[src/rtl/tcr_pkg.sv]
`default_nettype none
package tcr_pkg;

  localparam int COLUMNS    = 80;
  localparam int ROWS       = 25;
  localparam int LINE_BYTES = 320;
  localparam int TOP_MARGIN = 40;

  localparam int SCAN_LINES = 16;
  localparam int PLANES     = 4;
  localparam int OFF_W      = 18;
  localparam int FONT_AW    = 11;
  localparam int CFG_IDX_W  = 1;

  localparam logic MODE_LOAD = 1'b0;
  localparam logic MODE_DRAW = 1'b1;

  localparam logic [CFG_IDX_W-1:0] CFG_SCREEN_READY = 1'b0;
  localparam logic [CFG_IDX_W-1:0] CFG_FONT_PRESENT = 1'b1;

  localparam logic [7:0] H8 = 8'hFF;
  localparam logic [7:0] V8 = 8'h18;

  typedef enum logic [1:0] {
    SRC_FIXED,
    SRC_FONT,
    SRC_MARKER
  } glyph_src_t;

  typedef struct packed {
    logic [OFF_W-1:0] off;
    logic [6:0]       base;
    logic             inv;
    glyph_src_t       src;
    logic [6:0]       ascii;
    logic [3:0]       colour;
  } cell_t;

  typedef struct packed {
    logic       active;
    logic       last_issue;
    logic       font_busy;
    logic [6:0] ascii;
  } eng_status_t;

  typedef struct packed {
    logic [OFF_W-1:0] offset;
    logic [7:0]       value;
    logic             last;
  } out_item_t;

  typedef struct packed {
    logic [1:0] count;
    logic       pop;
  } q_status_t;

  function automatic logic fixed_hit(input logic [6:0] base);
    fixed_hit = base inside {7'd30, 7'd31, 7'd32, 7'd64, 7'd81, 7'd91, 7'd93, 7'd98,
                             7'd100, 7'd107, 7'd109, 7'd110, 7'd112, 7'd113, 7'd114,
                             7'd115, 7'd125};
  endfunction

  // top rows 0..6, crossbar rows 7..8, bottom rows 9..15
  function automatic logic [7:0] box_row(input logic [7:0] top, input logic [7:0] mid,
                                         input logic [7:0] bot, input logic [3:0] r);
    if (r < 4'd7) begin
      box_row = top;
    end else if (r < 4'd9) begin
      box_row = mid;
    end else begin
      box_row = bot;
    end
  endfunction

  function automatic logic [7:0] fixed_row(input logic [6:0] base, input logic [3:0] r);
    fixed_row = 8'h00;
    case (base)
      7'd64:   fixed_row = box_row(8'h00, H8, 8'h00, r);
      7'd93:   fixed_row = V8;
      7'd112:  fixed_row = box_row(8'h00, 8'h1F, V8, r);
      7'd110:  fixed_row = box_row(8'h00, 8'hF8, V8, r);
      7'd109:  fixed_row = box_row(V8, 8'h1F, 8'h00, r);
      7'd125:  fixed_row = box_row(V8, 8'hF8, 8'h00, r);
      7'd107:  fixed_row = box_row(V8, 8'h1F, V8, r);
      7'd115:  fixed_row = box_row(V8, 8'hF8, V8, r);
      7'd114:  fixed_row = box_row(8'h00, H8, V8, r);
      7'd113:  fixed_row = box_row(V8, H8, 8'h00, r);
      7'd91:   fixed_row = box_row(V8, H8, V8, r);
      7'd98:   fixed_row = (r < 4'd8) ? 8'h00 : H8;
      7'd100:  fixed_row = (r == 4'd15) ? H8 : 8'h00;
      7'd30: begin
        case (r)
          4'd2:    fixed_row = 8'h18;
          4'd3:    fixed_row = 8'h3C;
          4'd4:    fixed_row = 8'h7E;
          4'd5:    fixed_row = 8'hFF;
          default: fixed_row = (r >= 4'd6 && r <= 4'd12) ? 8'h18 : 8'h00;
        endcase
      end
      7'd31: begin
        case (r)
          4'd3, 4'd10: fixed_row = 8'h10;
          4'd4, 4'd9:  fixed_row = 8'h30;
          4'd5, 4'd8:  fixed_row = 8'h7E;
          4'd6, 4'd7:  fixed_row = 8'hFF;
          default:     fixed_row = 8'h00;
        endcase
      end
      7'd81: begin
        case (r)
          4'd4, 4'd10:      fixed_row = 8'h3C;
          4'd5, 4'd9:       fixed_row = 8'h7E;
          4'd6, 4'd7, 4'd8: fixed_row = 8'hFF;
          default:          fixed_row = 8'h00;
        endcase
      end
      default: fixed_row = 8'h00;
    endcase
  endfunction

  function automatic logic ascii_ok(input logic [6:0] base);
    ascii_ok = base inside {[7'd0:7'd27], 7'd29, [7'd32:7'd63]};
  endfunction

  // codes below 32 land on '@'..'_' (64..95) by adding 64
  function automatic logic [6:0] ascii_of(input logic [6:0] base);
    ascii_of = (base < 7'd32) ? base + 7'd64 : base;
  endfunction

  function automatic logic [7:0] marker_row(input logic [3:0] r);
    marker_row = (r == 4'd0 || r == 4'd15) ? 8'hFF : 8'h81;
  endfunction

endpackage
`default_nettype wire

[src/rtl/tcr_cell_engine.sv]
`default_nettype none
module tcr_cell_engine (
  input  wire logic                        clk,
  input  wire logic                        rst,
  input  wire logic                        start,
  input  wire tcr_pkg::cell_t              cell_in,
  input  wire tcr_pkg::q_status_t          q,
  output logic      [tcr_pkg::FONT_AW-1:0] rd_addr,
  input  wire logic [7:0]                  rd_data,
  output logic                             push,
  output tcr_pkg::out_item_t               push_item,
  output tcr_pkg::eng_status_t             status
);
  import tcr_pkg::*;

  localparam int KW = $clog2(SCAN_LINES * PLANES);
  localparam int RW = $clog2(SCAN_LINES);
  localparam int PW = $clog2(PLANES);
  localparam logic [KW-1:0]    K_LAST  = KW'(SCAN_LINES * PLANES - 1);
  localparam logic [PW-1:0]    P_LAST  = PW'(PLANES - 1);
  localparam logic [OFF_W-1:0] LINE_W  = OFF_W'(LINE_BYTES);

  cell_t            cur;
  logic             active;
  logic [KW-1:0]    k;
  logic [OFF_W-1:0] row_off;
  logic             issue;
  logic [2:0]       occ;

  // write stage, registered at issue so it lines up with the font read
  logic             inflight;
  logic [OFF_W-1:0] s_off;
  logic [RW-1:0]    s_row;
  logic             s_last;
  logic             s_en;
  logic             s_inv;
  glyph_src_t       s_src;
  logic [6:0]       s_base;
  logic [7:0]       glyph;

  // issue only if the queue can still take it after what is in flight lands
  assign occ     = {1'b0, q.count} + {2'b00, inflight};
  assign issue   = active & (occ <= {2'b00, q.pop} + 3'd1);
  assign rd_addr = {cur.ascii, k[KW-1:PW]};

  assign status.active     = active;
  assign status.last_issue = issue & (k == K_LAST);
  assign status.font_busy  = active & (cur.src == SRC_FONT);
  assign status.ascii      = cur.ascii;

  always_ff @(posedge clk) begin
    if (rst) begin
      active   <= 1'b0;
      inflight <= 1'b0;
      k        <= '0;
    end else begin
      inflight <= issue;
      if (start) begin
        active <= 1'b1;
        k      <= '0;
      end else if (issue) begin
        k <= k + KW'(1);
        if (k == K_LAST) begin
          active <= 1'b0;
        end
      end
    end
  end

  always_ff @(posedge clk) begin
    if (issue) begin
      s_off  <= row_off + OFF_W'({k[PW-1:0], 1'b0});
      s_row  <= k[KW-1:PW];
      s_last <= (k == K_LAST);
      s_en   <= cur.colour[k[PW-1:0]];
      s_inv  <= cur.inv;
      s_src  <= cur.src;
      s_base <= cur.base;
    end
    if (start) begin
      cur     <= cell_in;
      row_off <= cell_in.off;
    end else if (issue && (k[PW-1:0] == P_LAST)) begin
      row_off <= row_off + LINE_W;
    end
  end

  always_comb begin
    case (s_src)
      SRC_FIXED: glyph = fixed_row(s_base, s_row);
      SRC_FONT:  glyph = rd_data;
      default:   glyph = marker_row(s_row);
    endcase
  end

  assign push             = inflight;
  assign push_item.offset = s_off;
  assign push_item.value  = s_en ? (s_inv ? ~glyph : glyph) : 8'h00;
  assign push_item.last   = s_last;

endmodule
`default_nettype wire

[config.mk]
export PLATFORM = sky130hd
export DESIGN_NAME = tcr_cell_engine
export DESIGN_NICKNAME = d
export VERILOG_FILES = /design/src/rtl/tcr_pkg.sv /design/src/rtl/tcr_cell_engine.sv
export SDC_FILE = /design/constraint.sdc
export NUM_CORES = 1
export LEC_CHECK = 0
export ABC_CLOCK_PERIOD_IN_PS = 3000
export BUFFER_PORTS_ARGS = -buffer_cell sky130_fd_sc_hd__buf_2
export CAP_MARGIN = 15
export CORE_UTILIZATION = 49
export DETAILED_ROUTE_END_ITERATION = 6
export PLACE_DENSITY = 0.76
export SYNTH_ARGS = -nofsm -noshare
export SYNTH_HDL_FRONTEND = slang
export SYNTH_SLANG_ARGS = --single-unit
[constraint.sdc]
create_clock -name clk -period 3 [get_ports clk]
set_input_delay 0.3 -clock clk [delete_from_list [all_inputs] [get_ports clk]]
set_output_delay 0.3 -clock clk [all_outputs]
set_load 0.02 [all_outputs]
Word level (Yosys, flattened, before mapping) --
Memory sizes are Yosys's and may differ from the RTL's. A register that Yosys moved wholly into a read port is not among the register bits. Cells that the tools add are included.
Storage, ports and cells: register bits after elaboration 81, bits in latches 0, bits in writable memories 0, ROM bits 128, bits of input ports 53, output and inout bits 49, logic and storage cells 110, memories 1
Operators by class: add/subtract/negate cells 5, multipliers 0, divide/modulo/power cells 0, $lt $le $gt $ge 7, equality and inequality tests 30, shift operators 0, mux-type cells 34, bitwise gates (word level) 4, reductions and logical operators 13
Memory list:
- (name not given) | depth 16, bits a word 8, rd ports 1, clocked after Yosys merged registers in 1, wr ports 0, RTL line tcr_pkg.sv:101 | case (r)
Operators by type and width (count):
- 8-bit one-hot mux with 16 select lines | 1
- 8-bit 2-to-1 mux | 15
- 7-bit == test, second input constant | 14
- 18-bit 2-to-1 mux | 2
- 8-bit one-hot mux with 4 select lines | 1
- 8-bit one-hot mux with 3 select lines | 1
- 5-bit 2-to-1 mux | 4
- 18-bit by 3-bit adder with 18-bit output | 1
- 18-bit by 9-bit adder with 18-bit output, second input constant | 1
- 4-bit by 3-bit == test with 1-bit output, second input constant | 4
- 4-bit == test, second input constant | 4
- 8-bit one-hot mux with 2 select lines | 1
- 7-bit by 5-bit == test with 1-bit output, second input constant | 2
- 4-bit by 2-bit == test with 1-bit output, second input constant | 2
- 4-bit < comparator, second input constant | 2
- 8-bit inverter | 1
- 7-bit 2-to-1 mux | 1
- 6-bit by 1-bit adder with 6-bit output, second input constant | 1
- 6-bit == test, second input constant | 1
- 3-bit 2-to-1 mux | 2
- 2-bit nonzero test | 3
- 2-bit OR reduction | 3
- 2-bit by 1-bit == test with 1-bit output, second input constant | 2
- 4-bit by 3-bit >= comparator with 1-bit output, second input constant | 1
- 17 further kinds | 23

Longest topological paths before layout --
Gate-level depths: netlist of the first run.
depth after elaboration 9, mapped depth 10, gate-level depth less buffers 10

Worst setup path after synthesis of the first run --
Ideal clock, no wire load.
kind register -> register, start register inflight (netlist: push), end register row_off[10], enable pin, library setup time 0.333 ns, data arrival time 2.642 ns, setup slack 0.025 ns, stages on the path, launching flop included 9, path buffers 0, cell sequence dfxtp_1 ha_1 inv_1 fa_1 o31a_1 o21ai_1 inv_2 nand2_1 nand2b_1
Between the ends: word-level cells in the longest chain between the ends 5
Ends and longest elaborated chain:
- from (decl) | RTL line tcr_cell_engine.sv:31 | logic inflight;
- from (signal assigned) | RTL line tcr_cell_engine.sv:57 | inflight <= issue;
- 2-bit by 1-bit adder with 3-bit output | RTL line tcr_cell_engine.sv:42 | assign occ = {1'b0, q.count} + {2'b00, inflight};
- 3-bit by 2-bit less-or-equal comparator with 1-bit output | RTL line tcr_cell_engine.sv:43 | assign issue = active & (occ <= {2'b00, q.pop} + 3'd1);
- 1-bit bitwise AND | RTL line tcr_cell_engine.sv:43
- named net issue | RTL line tcr_cell_engine.sv:27 | logic issue;
- 1-bit logical AND | RTL line tcr_cell_engine.sv:83 | end else if (issue && (k[PW-1:0] == P_LAST)) begin
- 2-bit nonzero test (no source line)
- to (signal assigned) | RTL line tcr_cell_engine.sv:82 | row_off <= cell_in.off;
- to (signal assigned) | RTL line tcr_cell_engine.sv:84 | row_off <= row_off + LINE_W;
- to (decl) | RTL line tcr_cell_engine.sv:26 | logic [OFF_W-1:0] row_off;
The timed path passes the listed nets, and every way through them passes these cells. A chain may end at the register's enable or synchronous reset.

==> reports/results.txt, run 1 <==
After synthesis the netlist holds a flip-flop and latch count of 85. The run gives 34.3% as the met2 capacity usage during global routing. The first global-routing pass estimated 15300 µm of wire. In this run the vertical extent of the chip is 98.0 µm.

After detailed placement, the design holds a cell count of 575. The first TritonRoute pass finished after 6 iterations. Cell internal power was estimated by the tool at 1.99 mW. The setup clock skew after layout is 0.0123 ns. After floorplanning, the core was divided into 34 placement rows. The mapped netlist covers 4520 µm². The sequential share of power was 53.2%. The logs give 403 for the number of instances in the synthesized netlist and 3.87% for the fraction of met3 tracks used by global routing. The post-synthesis area per instance was 11.2 µm²; the DRC violations left was 3.

OpenSTA, run right after detailed placement, puts the worst setup slack at 0.272 ns. The commonest cells after synthesis are 73 x sky130_fd_sc_hd__edfxtp_1, 29 x sky130_fd_sc_hd__nand2_1, 26 x sky130_fd_sc_hd__nor2_1. The tools report the count of endpoints failing hold in the final timing report as 0. STA puts the critical path data arrival time at 2.67 ns. The post-detailed-route via-to-cell ratio works out to 5.49. The net count of the mapped netlist is 465, and the area after detailed placement is 4960 µm².

The number of buffers added by the clock tree synthesis step was 9. The checks that failed: design-rule violations. The H-tree was split into 3 levels. Global routing consumed, on the met1 layer, 24.9% of the routing resources. The fraction of post-synthesis cell area in the top cell type by area works out to 48.5%. For this run, the post-layout net count is 572. The clock net in this run drives a total of 85 sinks. After layout, the worst setup slack is 0.0316 ns. Among all stages on the critical path, the largest delay is contributed by sky130_fd_sc_hd__or4b_1.

The peak per-stage delay on the critical path was 0.51 ns; the design area was 5490 µm². Counting along the longest clock path gives a buffer depth of 2. The repair_antennas step left the layout with diodes totalling 0.

For the required time at the endpoint of the critical path, the log shows 2.70 ns. The final number of max-transition violations was 0. met2 is the most crowded layer. The class of the tightest hold or removal check was in -> reg. The logs give 3237 for the via count of the first global-routing pass and 183 for the starting DRC count in detailed routing. Cell type contributing the most total cell area after synthesis: sky130_fd_sc_hd__edfxtp_1. Measured against its own limit, the worst slew margin works out to 60.3%. During synthesis, Yosys emitted a total of 0 warnings. The average wire per standard cell came out at 15.5 µm. Once layout is complete, the cells apart from fillers number 623. The largest net degree at the start of global routing was 42. STA classifies the critical path endpoint as an output pin.

The run gives 0.121 ns as the worst hold slack. Setup repair after global routing could not meet its margin everywhere. The clock reaches the later pin of the worst-skew pair after 0.35 ns.

Across every metal layer, demand over resource in global routing totals 20.2%. The share of total power in the clock network was 29.5%; the clock-pin slew on the worst setup and hold paths was 0.09 ns. The fraction of layout cells with a size suffix above 1 is 34.4%, and the transition time of the tightest slew-check pin is 0.591 ns. By instance count, the leading cell after synthesis is sky130_fd_sc_hd__edfxtp_1.

The run finished, with violations left. The signal on the critical path passes through buf_4 > and4b_2 > o311ai_4 > nor2_2 > a211o_1 > or4b_1 > nand3_2 > buf_6. The post-synthesis cell type count is 67. The ratio of final minimum period to clock period is 98.9%, and the cell area power density is 498 nW/µm².

Root buffer cell: sky130_fd_sc_hd__clkbuf_8. Once layout is complete, the utilization of the core stands at 62.3%. The logs give 51.3% for the starting density of the core and 0 for the final antenna-violating net count.

The net switching component of the power was 746 µW. The leftover overflow at the end of global routing was 0; the layout-stage area growth over the synthesis result was 21.5%. Worst voltage drop across the vdd grid: 0.000333 V. For the combinational group share of total power, the log shows 17.2%. The type of the worst setup path was reg -> out. In the post-synthesis netlist, the biggest area contributors are sky130_fd_sc_hd__edfxtp_1 49%, sky130_fd_sc_hd__dfxtp_1 5.3%, sky130_fd_sc_hd__buf_4 3.3%, sky130_fd_sc_hd__xor2_1 3.3%, sky130_fd_sc_hd__xnor2_1 3.1%.

The fraction of registers with async set/reset was 0%; the half-perimeter wire length after detailed placement was 6450 µm. In the final timing run, aggregate negative setup slack is 0 ns. Number of enable flip-flop cells after synthesis: 73. The final critical-path required period is 2.97 ns. For the area of the placeable core, the log shows 8810 µm².

The count of buffers added on input and output ports is 101. The die covers 9600 µm². The worst setup path is launched from a flip-flop.

In this run the worst path has a maximum fanout of 4. The fraction of power spent switching nets is 27.3%. The final number of setup-violating endpoints is 0, and the detailed-route wire length is 9680 µm. In the synthesized netlist the dominant register cell turns out to be sky130_fd_sc_hd__edfxtp_1.

Summing over every cut layer, the via total after detailed routing is 3423. Fmax: 337 MHz. The die width works out to 98.0 µm.

The logs give 0.887 for the global placement routability congestion and 0 for the max-capacitance violation count. The share of synthesized area occupied by flip-flops and latches came out at 53.9%. Pin placement for this block handled 102 I/O pins. The number of antenna violations at the first check in global routing is 0.

For this design the static power due to leakage is 2.20 nW. The number of buffers inserted for hold repair after clock tree synthesis is 0. TritonCTS built the clock tree.

The tools report the post-route total power as 2.73 mW.
[worst paths after layout]
kind / end / start / depth (start not counted) / slack (ns)
max: push_item[1] / s_base[1]$_DFFE_PP_ / 8 / 0.03
min: cur[20]$_DFFE_PP_ / cell_in[20] / 1 / 0.12
max reg2reg: row_off[16]$_DFFE_PN_ / push$_SDFF_PP0_ / 8 / 0.59
min reg2reg: s_inv$_DFFE_PP_ / cur[13]$_DFFE_PP_ / 0 / 0.42
[layout make-up]
type,instances,area (µm²)
clock inverters,6,71.3
fillers,708,3320
inverters,10,37.5
well taps,108,135
clock buffers,10,128
flip-flops and latches,85,2430
multi-input cells,264,1870
repair buffers,140,816
[cell usage in the layout (no fill, tap or decap), drive strengths merged, types with 11 or more instances in the layout]
cell	netlist	layout
edfxtp	73	73
nand3	14	14
buf	29	139
inv	10	12
xor2	17	17
nor2	27	27
nand2	29	29
dfxtp	12	12
a21oi	13	13
o21ai	27	27
clkbuf	15	11
xnor2	16	16
[power by group through the flow]
stage	Clock [mW]	Sequential (mW)	Combinational [mW]
detailed placement	0	1.50	0.390
floorplan	0	1.48	0.277
CTS	0.826	1.46	0.424
global route	0.871	1.47	0.512
finish	0.807	1.45	0.470
global placement	0	1.49	0.378
[layer usage]
metal,share of wire (%),up-vias
met5,0,-
met4,2.2,0
met3,4.1,22
met2,51,116
met1,42,1608
li1,-,1677
[worst max-delay path: cells and delay by family, from the launching register on]
family                 cells  cell delay, ns
flip-flops                 1            0.43
buffers and inverters      2            0.27
AND/OR/NAND/NOR            4            0.95
AO/OA/AOI/OAI              2            0.67
[flip-flops by register name, indices dropped and copies added, names as in the netlist, named ones only]
name / flops
active: 1
cur: 14
k: 6
push: 1
rd_addr: 7
row_off: 18
s_base: 7
s_en: 1
s_inv: 1
s_last: 1
s_off: 18
s_row: 4
s_src: 2
[repair_timing]
item | CTS | global route
buffers inserted | 16 | 16
setup endpoints to repair | 5 | 9
pin swaps | 0 | 6
gates resized for setup | 0 | 20
[cells by family after synthesis]
kind of cell / Yosys count / synth area share [%]
AO/OA/AOI/OAI: 80 / 11.9
XOR/XNOR: 33 / 6.40
adder cells (fa/ha/maj): 9 / 2.83
buffers and inverters: 54 / 6.34
flip-flops: 85 / 53.9
multiplexers: 9 / 2.30
AND/OR/NAND/NOR: 133 / 16.3
No activity file was read; power rests on OpenSTA's default activity.
==> run 2: changes to the inputs <==
--- a/config.mk
+++ b/config.mk
@@ -8,9 +8,9 @@
 export ABC_CLOCK_PERIOD_IN_PS = 3000
 export BUFFER_PORTS_ARGS = -buffer_cell sky130_fd_sc_hd__buf_2
 export CAP_MARGIN = 15
-export CORE_UTILIZATION = 49
+export CORE_UTILIZATION = 45
 export DETAILED_ROUTE_END_ITERATION = 6
-export PLACE_DENSITY = 0.76
+export PLACE_DENSITY = 0.71
 export SYNTH_ARGS = -nofsm -noshare
 export SYNTH_HDL_FRONTEND = slang
 export SYNTH_SLANG_ARGS = --single-unit
==> run 2 against run 1 <==
Net effect: the run now ends clean; sequential share of layout area is 0.27 points higher; power shrank 2.1%; clock skew shrank 0.0016 ns; combinational power fell by 3%; non-clock buffer count is 1 lower; worst setup slack better by 0.036 ns; register-to-register slack got worse by 0.06 ns; wire length down 4.4%; critical path type unchanged; largest cell class unchanged.
==> reports/results.txt, run 2 (synthesis gave the netlist of run 1 again) <==
The category of the worst setup path capture point is an output pin. Clock latency on the worst-skew pair, taken at its later pin, is 0.36 ns. The global placement routability congestion came out at 0.838.

For this run, the post-layout net count is 571. For the DRC violations left, the log shows 0. The internal portion of the total power is 1.97 mW.

The setup path with the least slack is of type reg -> out. The number of fill cells in the layout was 878; the leftover overflow at the end of global routing was 0. The share of total power dissipated in the clock network is 28.5%. The clock drives 85 sinks. The detailed-routing iteration count for the pre-antenna-repair pass is 4, and the final critical-path required period is 2.93 ns. Relative slew slack: 59.1%. The floorplan step set the die height to 102 µm. TritonCTS built the clock tree.

Setup violations remaining at the end of the flow were counted as 0. The repair_antennas step left the layout with diodes totalling 0. In the layout the commonest cells are 98 x sky130_fd_sc_hd__buf_2, 73 x sky130_fd_sc_hd__edfxtp_1, 36 x sky130_fd_sc_hd__buf_4, 28 x sky130_fd_sc_hd__nand2_1, 26 x sky130_fd_sc_hd__nor2_1. The average wire per standard cell was 14.3 µm.

Power spread over the standard cell area amounts to 491 nW/µm². For the worst setup path, the data required time is 2.70 ns. Once the floorplan was initialized, standard cells occupied 46.4% of the core. The run gives 17.8% as the total global routing track utilization. The post-detailed-route via-to-cell ratio was 5.23. The logs give 9730 µm² for the area of the placeable core and 2 for the maximum buffer depth of the clock tree.

IR analysis of the VDD net gives a maximum drop of 0.000315 V. The fraction of layout cells with a size suffix above 1 was 32.9%; the detailed-route wire length was 9260 µm. Area occupied by multi-input gates: 1840 µm².

Across all layers, the routed design uses 3381 vias. For the worst setup path, the data arrival time is 2.63 ns. The count of endpoints failing hold in the final timing report came out at 0. Number of buffers added by the clock tree synthesis step: 9.

In this run the number of H-tree levels came out at 3. The worst setup path is launched from a flip-flop. The largest registers in the layout are row_off: 18 flops, s_off: 18 flops, cur: 14 flops. The logs give 10400 µm² for the die footprint and 54.5% for the sequential share of power.

The net switching component of the power was 706 µW. The transition time of the tightest slew-check pin was 0.614 ns. Setup repair after global routing could not meet its margin everywhere. Static timing analysis puts the maximum clock frequency at 341 MHz.

For the final number of max-transition violations, the log shows 0. The final critical path takes up 97.8% of the cycle. The library cell used most frequently in the layout, excluding fill and tap cells, is sky130_fd_sc_hd__buf_2. The flow ran to the end, and the final reports show no timing, DRC or antenna violations.

The layout-stage area growth over the synthesis result came out at 20.7%. The final antenna-violating net count is 0. The logs give 2971 for the via count of the first global-routing pass and 14100 µm for the first-pass GRT wire length. Detailed placement ended at an HPWL of 6280 µm. In the final layout, flip-flops and latches occupy 2430 µm². The run gives 0.116 ns as the worst hold slack.

For the final database, setup skew stands at 0.0107 ns. The finished cells cover 5450 µm². The die width was 102 µm; the number of antenna violations at the first check in global routing was 0. Entering global routing, the biggest net connects 42 pins. 102 I/O pins were placed. The tools report the static power due to leakage as 2.17 nW. The share of total power dissipated in combinational logic is 17.0%. The area after detailed placement came out at 4980 µm². The class of the tightest hold or removal check is in -> reg.

The fraction of power spent switching nets was 26.4%. The clock-pin slew on the worst setup and hold paths came out at 0.08 ns. The count of buffers inserted at the top-level ports came out at 101. Across the run, the number of max-cap violations was 0. The tools report the starting DRC count in detailed routing as 193. In this run the worst path has a maximum fanout of 5. After floorplanning, the core was divided into 36 placement rows. The tools report the root buffer cell as sky130_fd_sc_hd__clkbuf_8.
[run 2: through the flow]
step	instances	setup WS [ns]	utilization [%]	setup TNS, ns	total power, mW
after CTS	626	0.0101	54.0	0	2.66
after floorplan	403	0.0248	-	0	1.76
after detailed placement	598	0.276	51.1	0	1.88
final	647	0.0672	56.0	0	2.67
after global routing	647	-0.0399	56.0	-0.110	2.79
after global placement	598	0.320	51.1	0	1.87
[run 2: critical path, stage by stage (launching register included)]
cell	delay, ns
sky130_fd_sc_hd__edfxtp_1	0.48
sky130_fd_sc_hd__buf_4	0.18
sky130_fd_sc_hd__and4bb_4	0.19
sky130_fd_sc_hd__o311ai_4	0.31
sky130_fd_sc_hd__nor2_2	0.08
sky130_fd_sc_hd__a211o_1	0.31
sky130_fd_sc_hd__or4b_1	0.51
sky130_fd_sc_hd__nand3_1	0.08
sky130_fd_sc_hd__buf_4	0.14
[run 2: power groups by stage]
stage	logic [mW]	clock network (mW)	registers, mW
floorplan	0.277	0	1.48
global placement	0.374	0	1.50
detailed placement	0.382	0	1.50
CTS	0.407	0.786	1.47
global route	0.496	0.825	1.47
finish	0.455	0.761	1.46
[run 2: routing by layer]
metal | track usage [%] | share of wire [%]
met2 | 30.6 | 53
met1 | 21.8 | 42
met3 | 2.80 | 3.4
met5 | 0 | 0
met4 | 8.68 | 2.5
[run 2: layout make-up]
type / count / share of cell area, %
clock buffers: 10 / 2.34
inverters: 10 / 0.689
clock inverters: 6 / 0.987
multi-input cells: 264 / 33.7
flip-flops and latches: 85 / 44.6
repair buffers: 139 / 14.6
well taps: 133 / 3.05
[run 2: repair_timing]
| action | 4_1_cts | 5_1_grt |
|---|---|---|
| gates resized for setup | 1 | 16 |
| endpoints found under the setup margin | 8 | 9 |
| hold buffers | 0 | 0 |
| pin swaps | 0 | 3 |
| buffers inserted | 12 | 21 |
[run 2: worst paths after layout]
kind                             from  slack, ns                   end  cells past startpoint
setup / recovery  s_base[5]$_DFFE_PP_       0.07          push_item[1]                      8
hold / removal             cell_in[7]       0.12  rd_addr[7]$_DFFE_PP_                      1
setup reg to reg    k[0]$_SDFFE_PP0P_       0.53   s_off[15]$_DFFE_PP_                      8
hold reg to reg     cur[18]$_DFFE_PP_       0.42   s_base[4]$_DFFE_PP_                      0
