--- src/rtl/tcr_pkg.sv ---
`default_nettype none
package tcr_pkg;

  localparam int COLUMNS    = 80;
  localparam int ROWS       = 25;
  localparam int LINE_BYTES = 320;
  localparam int TOP_MARGIN = 40;

  localparam int SCAN_LINES = 16;
  localparam int PLANES     = 4;
  localparam int OFF_W      = 18;
  localparam int FONT_AW    = 11;
  localparam int CFG_IDX_W  = 1;

  localparam logic MODE_LOAD = 1'b0;
  localparam logic MODE_DRAW = 1'b1;

  localparam logic [CFG_IDX_W-1:0] CFG_SCREEN_READY = 1'b0;
  localparam logic [CFG_IDX_W-1:0] CFG_FONT_PRESENT = 1'b1;

  localparam logic [7:0] H8 = 8'hFF;
  localparam logic [7:0] V8 = 8'h18;

  typedef enum logic [1:0] {
    SRC_FIXED,
    SRC_FONT,
    SRC_MARKER
  } glyph_src_t;

  typedef struct packed {
    logic [OFF_W-1:0] off;
    logic [6:0]       base;
    logic             inv;
    glyph_src_t       src;
    logic [6:0]       ascii;
    logic [3:0]       colour;
  } cell_t;

  typedef struct packed {
    logic       active;
    logic       last_issue;
    logic       font_busy;
    logic [6:0] ascii;
  } eng_status_t;

  typedef struct packed {
    logic [OFF_W-1:0] offset;
    logic [7:0]       value;
    logic             last;
  } out_item_t;

  typedef struct packed {
    logic [1:0] count;
    logic       pop;
  } q_status_t;

  function automatic logic fixed_hit(input logic [6:0] base);
    fixed_hit = base inside {7'd30, 7'd31, 7'd32, 7'd64, 7'd81, 7'd91, 7'd93, 7'd98,
                             7'd100, 7'd107, 7'd109, 7'd110, 7'd112, 7'd113, 7'd114,
                             7'd115, 7'd125};
  endfunction

  // top rows 0..6, crossbar rows 7..8, bottom rows 9..15
  function automatic logic [7:0] box_row(input logic [7:0] top, input logic [7:0] mid,
                                         input logic [7:0] bot, input logic [3:0] r);
    if (r < 4'd7) begin
      box_row = top;
    end else if (r < 4'd9) begin
      box_row = mid;
    end else begin
      box_row = bot;
    end
  endfunction

  function automatic logic [7:0] fixed_row(input logic [6:0] base, input logic [3:0] r);
    fixed_row = 8'h00;
    case (base)
      7'd64:   fixed_row = box_row(8'h00, H8, 8'h00, r);
      7'd93:   fixed_row = V8;
      7'd112:  fixed_row = box_row(8'h00, 8'h1F, V8, r);
      7'd110:  fixed_row = box_row(8'h00, 8'hF8, V8, r);
      7'd109:  fixed_row = box_row(V8, 8'h1F, 8'h00, r);
      7'd125:  fixed_row = box_row(V8, 8'hF8, 8'h00, r);
      7'd107:  fixed_row = box_row(V8, 8'h1F, V8, r);
      7'd115:  fixed_row = box_row(V8, 8'hF8, V8, r);
      7'd114:  fixed_row = box_row(8'h00, H8, V8, r);
      7'd113:  fixed_row = box_row(V8, H8, 8'h00, r);
      7'd91:   fixed_row = box_row(V8, H8, V8, r);
      7'd98:   fixed_row = (r < 4'd8) ? 8'h00 : H8;
      7'd100:  fixed_row = (r == 4'd15) ? H8 : 8'h00;
      7'd30: begin
        case (r)
          4'd2:    fixed_row = 8'h18;
          4'd3:    fixed_row = 8'h3C;
          4'd4:    fixed_row = 8'h7E;
          4'd5:    fixed_row = 8'hFF;
          default: fixed_row = (r >= 4'd6 && r <= 4'd12) ? 8'h18 : 8'h00;
        endcase
      end
      7'd31: begin
        case (r)
          4'd3, 4'd10: fixed_row = 8'h10;
          4'd4, 4'd9:  fixed_row = 8'h30;
          4'd5, 4'd8:  fixed_row = 8'h7E;
          4'd6, 4'd7:  fixed_row = 8'hFF;
          default:     fixed_row = 8'h00;
        endcase
      end
      7'd81: begin
        case (r)
          4'd4, 4'd10:      fixed_row = 8'h3C;
          4'd5, 4'd9:       fixed_row = 8'h7E;
          4'd6, 4'd7, 4'd8: fixed_row = 8'hFF;
          default:          fixed_row = 8'h00;
        endcase
      end
      default: fixed_row = 8'h00;
    endcase
  endfunction

  function automatic logic ascii_ok(input logic [6:0] base);
    ascii_ok = base inside {[7'd0:7'd27], 7'd29, [7'd32:7'd63]};
  endfunction

  // codes below 32 land on '@'..'_' (64..95) by adding 64
  function automatic logic [6:0] ascii_of(input logic [6:0] base);
    ascii_of = (base < 7'd32) ? base + 7'd64 : base;
  endfunction

  function automatic logic [7:0] marker_row(input logic [3:0] r);
    marker_row = (r == 4'd0 || r == 4'd15) ? 8'hFF : 8'h81;
  endfunction

endpackage
`default_nettype wire

--- src/rtl/tcr_out_queue.sv ---
`default_nettype none
module tcr_out_queue (
  input  wire logic                 clk,
  input  wire logic                 rst,
  input  wire logic                 push,
  input  wire tcr_pkg::out_item_t   push_item,
  input  wire logic                 out_stall,
  output logic                      out_valid,
  output tcr_pkg::out_item_t        out_item,
  output tcr_pkg::q_status_t        status
);
  import tcr_pkg::*;

  out_item_t  entries [2];
  logic       wr_ptr;
  logic       rd_ptr;
  logic [1:0] count;
  logic       pop;

  assign out_valid    = (count != 2'd0);
  assign pop          = out_valid & ~out_stall;
  assign out_item     = entries[rd_ptr];
  assign status.count = count;
  assign status.pop   = pop;

  always_ff @(posedge clk) begin
    if (rst) begin
      wr_ptr <= 1'b0;
      rd_ptr <= 1'b0;
      count  <= 2'd0;
    end else begin
      if (push) begin
        wr_ptr <= ~wr_ptr;
      end
      if (pop) begin
        rd_ptr <= ~rd_ptr;
      end
      count <= count + {1'b0, push} - {1'b0, pop};
    end
  end

  always_ff @(posedge clk) begin
    if (push) begin
      entries[wr_ptr] <= push_item;
    end
  end

endmodule
`default_nettype wire

--- config.mk ---
export PLATFORM = sky130hd
export DESIGN_NAME = tcr_out_queue
export DESIGN_NICKNAME = d
export VERILOG_FILES = /design/src/rtl/tcr_pkg.sv /design/src/rtl/tcr_out_queue.sv
export SDC_FILE = /design/constraint.sdc
export NUM_CORES = 1
export LEC_CHECK = 0
export BUFFER_PORTS_ARGS = -buffer_cell sky130_fd_sc_hd__buf_4
export CAP_MARGIN = 20
export CORE_AREA = 8 8 77 79
export DETAILED_ROUTE_END_ITERATION = 6
export DIE_AREA = 0 0 85 87
export PLACE_DENSITY = 0.75
export SLEW_MARGIN = 40
export SYNTH_ARGS = -nofsm -noshare
export SYNTH_HDL_FRONTEND = slang
export SYNTH_SLANG_ARGS = --single-unit
--- constraint.sdc ---
create_clock -name clk -period 5.04 [get_ports clk]
set_input_delay 1.26 -clock clk [delete_from_list [all_inputs] [get_ports clk]]
set_output_delay 1.26 -clock clk [all_outputs]
set_load 0.005 [all_outputs]
* Word-level counts from Yosys, hierarchy flattened *
Memories as Yosys holds them, arrays and structs flattened. A register that Yosys moved wholly into a read port is not among the register bits.
Index checks and enable logic that the tools add are counted.

storage, ports and cells
  register bits after elaboration = 4
  memories kept = 1
  RAM bits = 54
  bits in latches = 0
  output and inout bits = 31
  memory bits (read-only) = 0
  word-level logic and storage cells = 15

operators by class
  eq/ne operators = 0
  muxes and demuxes = 4
  reduce and logical (&&, ||, !) cells = 1
  bitwise gates (word level) = 4
  magnitude comparators = 0
  $mul = 0
  divide/modulo/power cells = 0
  $add $sub $neg = 2
  shift-type cells = 0

memory list
  memory   depth  width  read ports  clocked after Yosys merged registers in  write ports  line                 RTL
  entries  2      27     1           1                                        1            tcr_out_queue.sv:14  out_item_t entries [2];

operators by type and width
  cell                       count
  2-to-1 mux 1 bit           4
  inverter 1 bit             3
  adder 2 x 1 -> 2 bit       1
  nonzero test 2 bit         1
  subtractor 2 x 1 -> 2 bit  1
  AND 1 bit                  1

* Longest topological paths before layout *
Gate-level depths: netlist (run 1).

  depth after elaboration = 4
  gate-level depth with buffers = 6
  gate-level depth less buffers = 6

* Worst setup path after synthesis (run 1) *
No wires, ideal clock.

  kind = input-to-reg
  start point = in push
  end point = mem entries[0][0] in the netlist's numbering, enable pin
  stages = 1
  path slack = 2.132 ns
  arrival time = 2.494 ns
  setup time = 0.414 ns
  path buffers = 0
  path through = nor2b_1

between the ends
  cells in the longest elaborated chain, start to end = 2

ends and longest elaborated chain
  item                                    line                 RTL
  start: declaration                      tcr_out_queue.sv:5   input wire logic push,
  2-to-1 mux 1 bit                        tcr_out_queue.sv:43  if (push) begin
  2-to-1 mux 1 bit (implied by the code)  tcr_out_queue.sv:44  entries[wr_ptr] <= push_item;
  end: declaration                        tcr_out_queue.sv:14

No other way between the ends.

==> impl_metrics.env, run 1 <==
export IMPL_layout_nets=210
export IMPL_slew_headroom=0.528
export IMPL_r2r_setup_slack_ns=3.47
export IMPL_vias=1148
export IMPL_critical_path_class="in -> out"
export IMPL_worstPathRequired_ns=3.78
export IMPL_yosysSeqAreaShare=0.749
export IMPL_die_area_um2=7400
export IMPL_ios=62
export IMPL_htree_num_levels=3
export IMPL_drive_gt1_frac=0.599
export IMPL_drt_antenna_violating_nets=0
export IMPL_worst_hold_path_type="reg -> reg"
export IMPL_slowest_delay_ns=0.29
export IMPL_place_hpwl_um=2870
export IMPL_wl_met1_um=1530
export IMPL_gp_congestion=0.709
export IMPL_top_layer="met4"
export IMPL_synth_fp_nets=140
export IMPL_slew_viol_final=0
export IMPL_cts_tree="done"
export IMPL_crit_fanout=4
export IMPL_path_depth=3
export IMPL_grt_pass1_vias=1319
export IMPL_drt_iter0_markers=47
export IMPL_max_freq_mhz=327
export IMPL_mappedNetlistArea_um2=2300
export IMPL_tns_ns=0
export IMPL_cp_top_family="compound AO/OA/AOI/OAI gates"
export IMPL_clk_latency_ns=0.32
export IMPL_worst_path_buf_inv=2
export IMPL_via_per_inst=4.82
export IMPL_grt_max_degree=28
export IMPL_drc=0
export IMPL_wl_met2_um=2080
export IMPL_die_y_um=87
export IMPL_synth_warning_count=0
export IMPL_cts_sinks=59
export IMPL_initial_core_util=0.474
export IMPL_setup_worst_path_start="out_stall"
export IMPL_whs_ns=0.565
export IMPL_min_period_over_period=0.607
export IMPL_cp_slowest_cell="o21ba_1"
export IMPL_crit_path_end_kind="output pin"
export IMPL_io_buffers=61
export IMPL_nFillCells=353
export IMPL_cp_arrival_ns=1.80
export IMPL_synthToLayoutAreaGrowth_pct=29.4
export IMPL_worstSetupStartpointType="primary input"
export IMPL_p_leak_nw=1.20
export IMPL_wl_met3_um=285
export IMPL_synth_seq_cells=59
export IMPL_power_per_cell_area_nw_per_um2=441
export IMPL_clk_pin_slew_ns=0.06
export IMPL_r2r_start="wr_ptr"
export IMPL_final_common_cell="buf_4"
export IMPL_antenna_found_initial=0
export IMPL_path_cells="buf_4, o21ba_1, buf_4"
export IMPL_tightest_slew_ns=0.705
export IMPL_root_buffer="clkbuf_8"
export IMPL_outcome="complete, no violations"
export IMPL_grt_pass1_wl_um=6180
export IMPL_cts_hold_buf=0
export IMPL_max_clock_path_buffers=2
export IMPL_die_w_um=85
export IMPL_postSynthCellCount=107
export IMPL_totalWireLength_um=3970
export IMPL_endpoint="status[0]"
export IMPL_dr_pass1_iters=4
export IMPL_core_region_area_um2=4850
export IMPL_path_common_cell="buf_4"
export IMPL_final_util=0.614
export IMPL_worstReg2RegEnd="entries[0][18]"
export IMPL_cts_setup_buffers=0
export IMPL_rsz0062_at_grt="false"
export IMPL_fp_row_count=26
export IMPL_fin_worst_skew_ns=0.00555
export IMPL_diodes=0
export IMPL_post_drt_wl_per_cell_um=16.7
export IMPL_setup_viol=0
export IMPL_ctsResizeCount=0
export IMPL_hold_viol_final=0
export IMPL_cts_buffers=9
export IMPL_grt_overflow=0
export IMPL_cap_violations=0
export IMPL_layout_min_cycle_time_ns=3.06
export IMPL_final_cell_mix="buf_4, edfxtp_1, mux2_4"
export IMPL_avgSynthCellArea_um2=21.5
export IMPL_ys_types=16
export IMPL_grt_usage=0.114
export IMPL_ir_drop_mv=0.336
export IMPL_worst_r2r_cell_count=2
[stage by stage]
step | area, µm² | setup slack [ns] | std cells | power [mW]
floorplan | 2300 | 2.13 | 107 | 0.814
global placement | 2790 | 2.01 | 222 | 0.924
detailed placement | 2790 | 1.98 | 222 | 0.937
CTS | 2970 | 1.97 | 238 | 1.33
global route | 2970 | 1.96 | 238 | 1.38
finish | 2970 | 1.98 | 238 | 1.31
[worst min-delay path by stage]
| stage | start | endpoint | slack (ns) | depth (start not counted) |
|---|---|---|---|---|
| after floorplan | wr_ptr | wr_ptr | 0.50 | 2 |
| after global routing | wr_ptr | wr_ptr | 0.60 | 2 |
| after global placement | wr_ptr | wr_ptr | 0.54 | 2 |
| after CTS | wr_ptr | wr_ptr | 0.57 | 2 |
| after detailed placement | wr_ptr | wr_ptr | 0.55 | 2 |
| final | wr_ptr | wr_ptr | 0.56 | 2 |
[worst min-delay path: cells and delay by family (launching register included)]
family / cells / cell delay [ns]
DFF: 1 / 0.37
xor gates and xnor gates: 1 / 0.09
and+or+nand+nor: 1 / 0.07
[flip-flops by register name (all words and copies together), names as in the netlist, named ones only]
name     cells
wr_ptr       1
entries     54
rd_ptr       1
count        2
[where the power goes]
part / internal [mW] / switching, mW
Combinational: 0.201 / 0.0857
Sequential: 0.580 / 0.0489
Clock: 0.227 / 0.169
Total: 1.01 / 0.303
[final cells by class]
cell class | instances | area [µm²] | share of cell area
clock buffers | 11 | 131 | 0.0442
clock inverters | 5 | 53.8 | 0.0181
inverters | 2 | 7.51 | 0.00252
multi-input cells | 42 | 513 | 0.172
flip-flops and latches | 59 | 1730 | 0.580
well taps | 56 | 70.1 | 0.0236
repair buffers | 63 | 473 | 0.159
[metal layers]
metal | track usage | up-vias
met4 | 0.0825 | 0
met3 | 0.0472 | 7
met2 | 0.189 | 44
met5 | 0 | -
li1 | - | 549
met1 | 0.115 | 548
[cells by family (layout without fill, tap and decap cells)]
| group | count (synthesis) | after routing | share of synthesized area |
|---|---|---|---|
| flip-flops | 59 | 59 | 0.749 |
| AO/OA/AOI/OAI | 1 | 1 | 0.00436 |
| buffers and inverters | 6 | 81 | 0.0289 |
| XOR/XNOR | 2 | 2 | 0.0136 |
| adder cells (fa/ha/maj) | 2 | 2 | 0.0109 |
| AND/OR/NAND/NOR | 8 | 8 | 0.0185 |
| multiplexers | 29 | 29 | 0.175 |
[cells in the mapped netlist (all sizes together)]
| cell type | number | area (µm²) |
|---|---|---|
| mux2 | 29 | 402 |
| or2 | 1 | 6.26 |
| xnor3 | 1 | 22.5 |
| edfxtp | 54 | 1620 |
| xnor2 | 1 | 8.76 |
| dfxtp | 5 | 100 |
| o21ba | 1 | 10.0 |
| nor2b | 3 | 18.8 |
| ha | 2 | 25.0 |
| nor2 | 3 | 11.3 |
| buf | 4 | 58.8 |
| inv | 2 | 7.51 |
| and2 | 1 | 6.26 |
No activity file was read; power rests on OpenSTA's default activity.
==> inputs of run 2 (changes only) <==
Settings changed: CORE_AREA 8 8 77 79 to 8 8 80 82, DIE_AREA 0 0 85 87 to 0 0 88 90, PLACE_DENSITY 0.75 to 0.73.
Clock period 5.04 ns to 2.7 ns, I/O delays scaled along.
==> impl_metrics.env, run 2 (synthesis gave the netlist of run 1 again) <==
export IMPL_clk_pin_slew_ns=0.06
export IMPL_crit_path_end_kind="output pin"
export IMPL_drt_antenna_violating_nets=0
export IMPL_slew_headroom=0.671
export IMPL_core_region_area_um2=5240
export IMPL_cts_setup_buffers=0
export IMPL_p_leak_nw=1.20
export IMPL_synthToLayoutAreaGrowth_pct=30.4
export IMPL_largest_reg_flops=54
export IMPL_p_clk_frac=0.259
export IMPL_grt_overflow=0
export IMPL_initial_core_util=0.439
export IMPL_worstPathRequired_ns=2.03
export IMPL_tightest_slew_ns=0.494
export IMPL_cts_hold_buf=0
export IMPL_grt_max_degree=20
export IMPL_worst_slack_ns=0.371
export IMPL_max_freq_mhz=429
export IMPL_grt_pass1_wl_um=6380
export IMPL_p_comb_frac=0.253
export IMPL_drc=0
export IMPL_htree_num_levels=3
export IMPL_drt_iter0_markers=53
export IMPL_antenna_found_initial=0
export IMPL_worst_hold_path_type="in -> reg"
export IMPL_placed_cell_area_um2=2850
export IMPL_slew_viol_final=0
export IMPL_die_area_um2=7920
export IMPL_max_clock_path_buffers=2
export IMPL_die_w_um=88
export IMPL_fin_worst_skew_ns=0.00529
export IMPL_seqPwrFrac=0.488
export IMPL_die_y_um=90
export IMPL_layout_min_cycle_time_ns=2.33
export IMPL_ctsResizeCount=0
export IMPL_cts_sinks=59
export IMPL_whs_ns=0.540
export IMPL_root_buffer="clkbuf_8"
export IMPL_tns_ns=0
export IMPL_reg_top3="entries x54, count x2"
export IMPL_cap_violations=0
export IMPL_io_buffers=61
export IMPL_place_hpwl_um=3060
export IMPL_switchingPower_mw=0.554
export IMPL_p_int_mw=1.80
export IMPL_cts_tree="done"
export IMPL_clk_latency_ns=0.32
export IMPL_setup_viol=0
export IMPL_largest_register="entries"
export IMPL_via_per_inst=4.52
export IMPL_rsz0062_at_grt="false"
export IMPL_hold_viol_final=0
export IMPL_path_cells="buf_12, mux2_2, buf_4"
export IMPL_dp_slack_ns=0.697
export IMPL_nFillCells=405
export IMPL_dr_pass1_iters=3
export IMPL_cp_slowest_cell="dfxtp_2"
export IMPL_power_per_cell_area_nw_per_um2=784
export IMPL_totalWireLength_um=4090
export IMPL_worstSetupStartpointType="flop"
export IMPL_ir_drop_mv=0.492
export IMPL_ios=62
export IMPL_final_cell_mix="buf_4, edfxtp_1, mux2_4"
export IMPL_final_common_cell="buf_4"
export IMPL_diodes=0
export IMPL_fin_area_um2=3000
export IMPL_outcome="complete, no violations"
export IMPL_slowest_delay_ns=0.61
export IMPL_grt_usage=0.109
export IMPL_switching_share=0.236
export IMPL_critical_path_class="reg -> out"
export IMPL_min_period_over_period=0.863
export IMPL_gp_congestion=0.678
export IMPL_drive_gt1_frac=0.582
export IMPL_grt_pass1_vias=1308
export IMPL_post_drt_wl_per_cell_um=16.0
export IMPL_cp_arrival_ns=1.65
export IMPL_fp_row_count=27
export IMPL_vias=1157
export IMPL_cts_buffers=9
export IMPL_layout_nets=212
export IMPL_crit_fanout=14
run 2: worst paths after layout:
kind / slack (ns) / startpoint / depth (start not counted) / endpoint
setup / recovery: 0.37 / flop / 3 / out_item[5]
hold / removal: 0.54 / push_item[25] / 1 / entries[1][25]
setup reg to reg: 1.21 / count[1] / 6 / count[1]
hold reg to reg: 0.56 / wr_ptr / 2 / wr_ptr
run 2: final cells by class:
| type | instances | area [µm²] | share of cell area |
|---|---|---|---|
| Sequential cell | 59 | 1720 | 0.575 |
| Multi-Input combinational cell | 42 | 513 | 0.171 |
| Timing Repair Buffer | 65 | 513 | 0.171 |
| Clock buffer | 11 | 131 | 0.0438 |
| Tap cell | 72 | 90.1 | 0.0301 |
| Clock inverter | 5 | 20.0 | 0.00668 |
| Inverter | 2 | 7.51 | 0.00250 |
run 2: power groups by stage:
stage | logic (mW) | registers (mW) | clock network (mW)
floorplan | 0.394 | 1.13 | 0
global route | 0.645 | 1.16 | 0.674
finish | 0.596 | 1.15 | 0.608
CTS | 0.612 | 1.15 | 0.634
global placement | 0.591 | 1.16 | 0
detailed placement | 0.609 | 1.17 | 0
run 2: critical path: cells and delay by family (launching register included):
kind	cells	cell delay, ns
buffers and inverters	2	0.36
muxes	1	0.35
DFF	1	0.61
run 2: through the flow:
stage          cells  total power [mW]  utilization
6_report         256              2.35        0.573
5_1_grt          256              2.48        0.573
4_1_cts          256              2.39        0.573
3_5_place_dp     240              1.78        0.544
3_3_place_gp     240              1.75        0.544
2_1_floorplan    107              1.52            -
run 2: per-layer routing:
metal / track usage / vias to the layer above / wire length (µm)
li1: - / 552 / -
met1: 0.120 / 555 / 1670
met2: 0.170 / 44 / 2050
met3: 0.0482 / 6 / 300
met4: 0.0603 / 0 / 58
met5: 0 / - / 0
==> inputs of run 3 (changes only) <==
Settings changed: ABC_AREA from default to 1, CORE_AREA 8 8 80 82 to 8 8 83 85, DIE_AREA 0 0 88 90 to 0 0 91 93, PLACE_DENSITY 0.73 to 0.68.
==> impl_metrics.env, run 3 <==
export IMPL_clk_latency_ns=0.33
export IMPL_max_clock_path_buffers=2
export IMPL_fin_worst_skew_ns=0.00557
export IMPL_ctsResizeCount=0
export IMPL_tightest_slew_ns=0.459
export IMPL_holdCritStartpoint="rd_ptr"
export IMPL_synth_fp_nets=153
export IMPL_worst_hold_path_type="reg -> reg"
export IMPL_ir_drop_mv=0.490
export IMPL_placed_cell_area_um2=2830
export IMPL_drive_gt1_frac=0.538
export IMPL_die_area_um2=8460
export IMPL_hold_depth=2
export IMPL_core_region_area_um2=5680
export IMPL_worstSetupStartpointType="flop"
export IMPL_worst_r2r_cell_count=10
export IMPL_tns_ns=0
export IMPL_vias=1233
export IMPL_setup_viol=0
export IMPL_clk_pin_slew_ns=0.06
export IMPL_ios=62
export IMPL_grt_overflow=0
export IMPL_antenna_found_initial=0
export IMPL_grt_pass1_vias=1411
export IMPL_synth_warning_count=0
export IMPL_worstPathRequired_ns=2.03
export IMPL_r2r_start="count[1]"
export IMPL_dr_pass1_iters=3
export IMPL_cap_violations=0
export IMPL_r2r_setup_slack_ns=1.13
export IMPL_yosys_top_cells_area="edfxtp_1, mux2_4, dfxtp_1, mux2_2, buf_12"
export IMPL_die_y_um=93
export IMPL_fin_area_um2=3040
export IMPL_reg_top3="entries x54, count x2"
export IMPL_synth_seq_cells=59
export IMPL_slew_viol_final=0
export IMPL_layout_min_cycle_time_ns=2.35
export IMPL_yosysSeqAreaShare=0.750
export IMPL_mappedNetlistArea_um2=2290
export IMPL_die_w_um=91
export IMPL_holdPathEnd="rd_ptr"
export IMPL_post_drt_wl_per_cell_um=16.6
export IMPL_cp_arrival_ns=1.67
export IMPL_outcome="complete, no violations"
export IMPL_drt_antenna_violating_nets=0
export IMPL_worstReg2RegEnd="count[1]"
export IMPL_synthDominantCellAreaShare=0.707
export IMPL_power_total_mw=2.53
export IMPL_critical_path_class="reg -> out"
export IMPL_diodes=0
export IMPL_max_freq_mhz=426
export IMPL_avgSynthCellArea_um2=19.1
export IMPL_grt_usage=0.113
export IMPL_yosysMostFrequentCell="edfxtp_1"
export IMPL_postSynthCellCount=120
export IMPL_place_hpwl_um=3190
export IMPL_crit_path_end_kind="output pin"
export IMPL_power_per_cell_area_nw_per_um2=831
export IMPL_dominantRegCellSynth="edfxtp_1"
export IMPL_ys_types=14
export IMPL_cts_tree="done"
export IMPL_gp_congestion=0.724
export IMPL_rsz0062_at_grt="false"
export IMPL_async_reset_ff_frac=0
export IMPL_min_period_over_period=0.869
export IMPL_nFillCells=496
export IMPL_crit_fanout=14
export IMPL_synth_edf_count=54
export IMPL_hold_viol_final=0
export IMPL_io_buffers=61
export IMPL_yosysTopAreaCell="edfxtp_1"
export IMPL_root_buffer="clkbuf_8"
export IMPL_grt_pass1_wl_um=7090
export IMPL_grt_max_degree=29
export IMPL_htree_num_levels=3
export IMPL_p_leak_nw=1.24
export IMPL_final_cell_mix="buf_4, edfxtp_1, mux2_4"
export IMPL_layout_nets=225
export IMPL_synthToLayoutAreaGrowth_pct=32.5
export IMPL_final_common_cell="buf_4"
export IMPL_cts_buffers=9
export IMPL_cts_sinks=59
export IMPL_drt_iter0_markers=44
export IMPL_fp_row_count=28
export IMPL_cts_setup_buffers=0
export IMPL_initial_core_util=0.404
export IMPL_cts_hold_buf=0
export IMPL_drc=0
export IMPL_via_per_inst=4.53
export IMPL_slew_headroom=0.694
export IMPL_largest_reg_flops=54
export IMPL_largest_register="entries"
export IMPL_totalWireLength_um=4510
export IMPL_netlist_top_cells_count="edfxtp_1, mux2_4, inv_1, nor2_1, mux2_2"
run 3: through the flow:
stage / instances / hold slack (ns) / worst slack (ns) / util
after floorplan: 120 / 0.467 / 0.433 / -
after global placement: 256 / 0.488 / 0.721 / 0.499
after detailed placement: 256 / 0.498 / 0.681 / 0.499
after CTS: 272 / 0.502 / 0.305 / 0.536
after global routing: 272 / 0.499 / 0.245 / 0.536
final: 272 / 0.511 / 0.355 / 0.536
run 3: per-layer routing:
layer,GRT usage,up-vias,part of all wire
li1,-,583,-
met1,0.116,591,0.40
met2,0.183,48,0.50
met3,0.0561,11,0.072
met4,0.0737,0,0.026
met5,0,-,0
run 3: worst max path at each step:
stage | endpoint | slack [ns]
after global routing | out_item[0] | 0.24
after detailed placement | out_item[1] | 0.68
final | out_item[1] | 0.35
after global placement | out_item[1] | 0.72
after CTS | out_item[1] | 0.31
after floorplan | entries[0][0] | 0.43
run 3: kinds of logic after synthesis:
kind of cell | after synthesis | share of synthesized area
and+or+nand+nor | 18 | 0.0311
adders and majority gates | 2 | 0.0109
AOI/OAI and AO/OA | 1 | 0.00218
buffers and inverters | 13 | 0.0403
DFF | 59 | 0.750
muxes | 27 | 0.165
run 3: critical path, stage by stage (launching register included):
cell and delay (ns):
dfxtp_2 0.62, buf_12 0.23, mux2_2 0.36, buf_4 0.14
run 3: where the power goes:
group	total, mW	switching [mW]	internal [mW]
Sequential	1.13	0.0584	1.07
Clock	0.827	0.321	0.506
Combinational	0.570	0.223	0.348
run 3: layout make-up:
class / instances / area, µm² / area share
Clock buffer: 9 / 124 / 0.0407
Clock inverter: 7 / 82.6 / 0.0272
Inverter: 9 / 33.8 / 0.0111
Multi-Input combinational cell: 48 / 483 / 0.159
Sequential cell: 59 / 1720 / 0.567
Tap cell: 75 / 93.8 / 0.0309
Timing Repair Buffer: 65 / 500 / 0.165
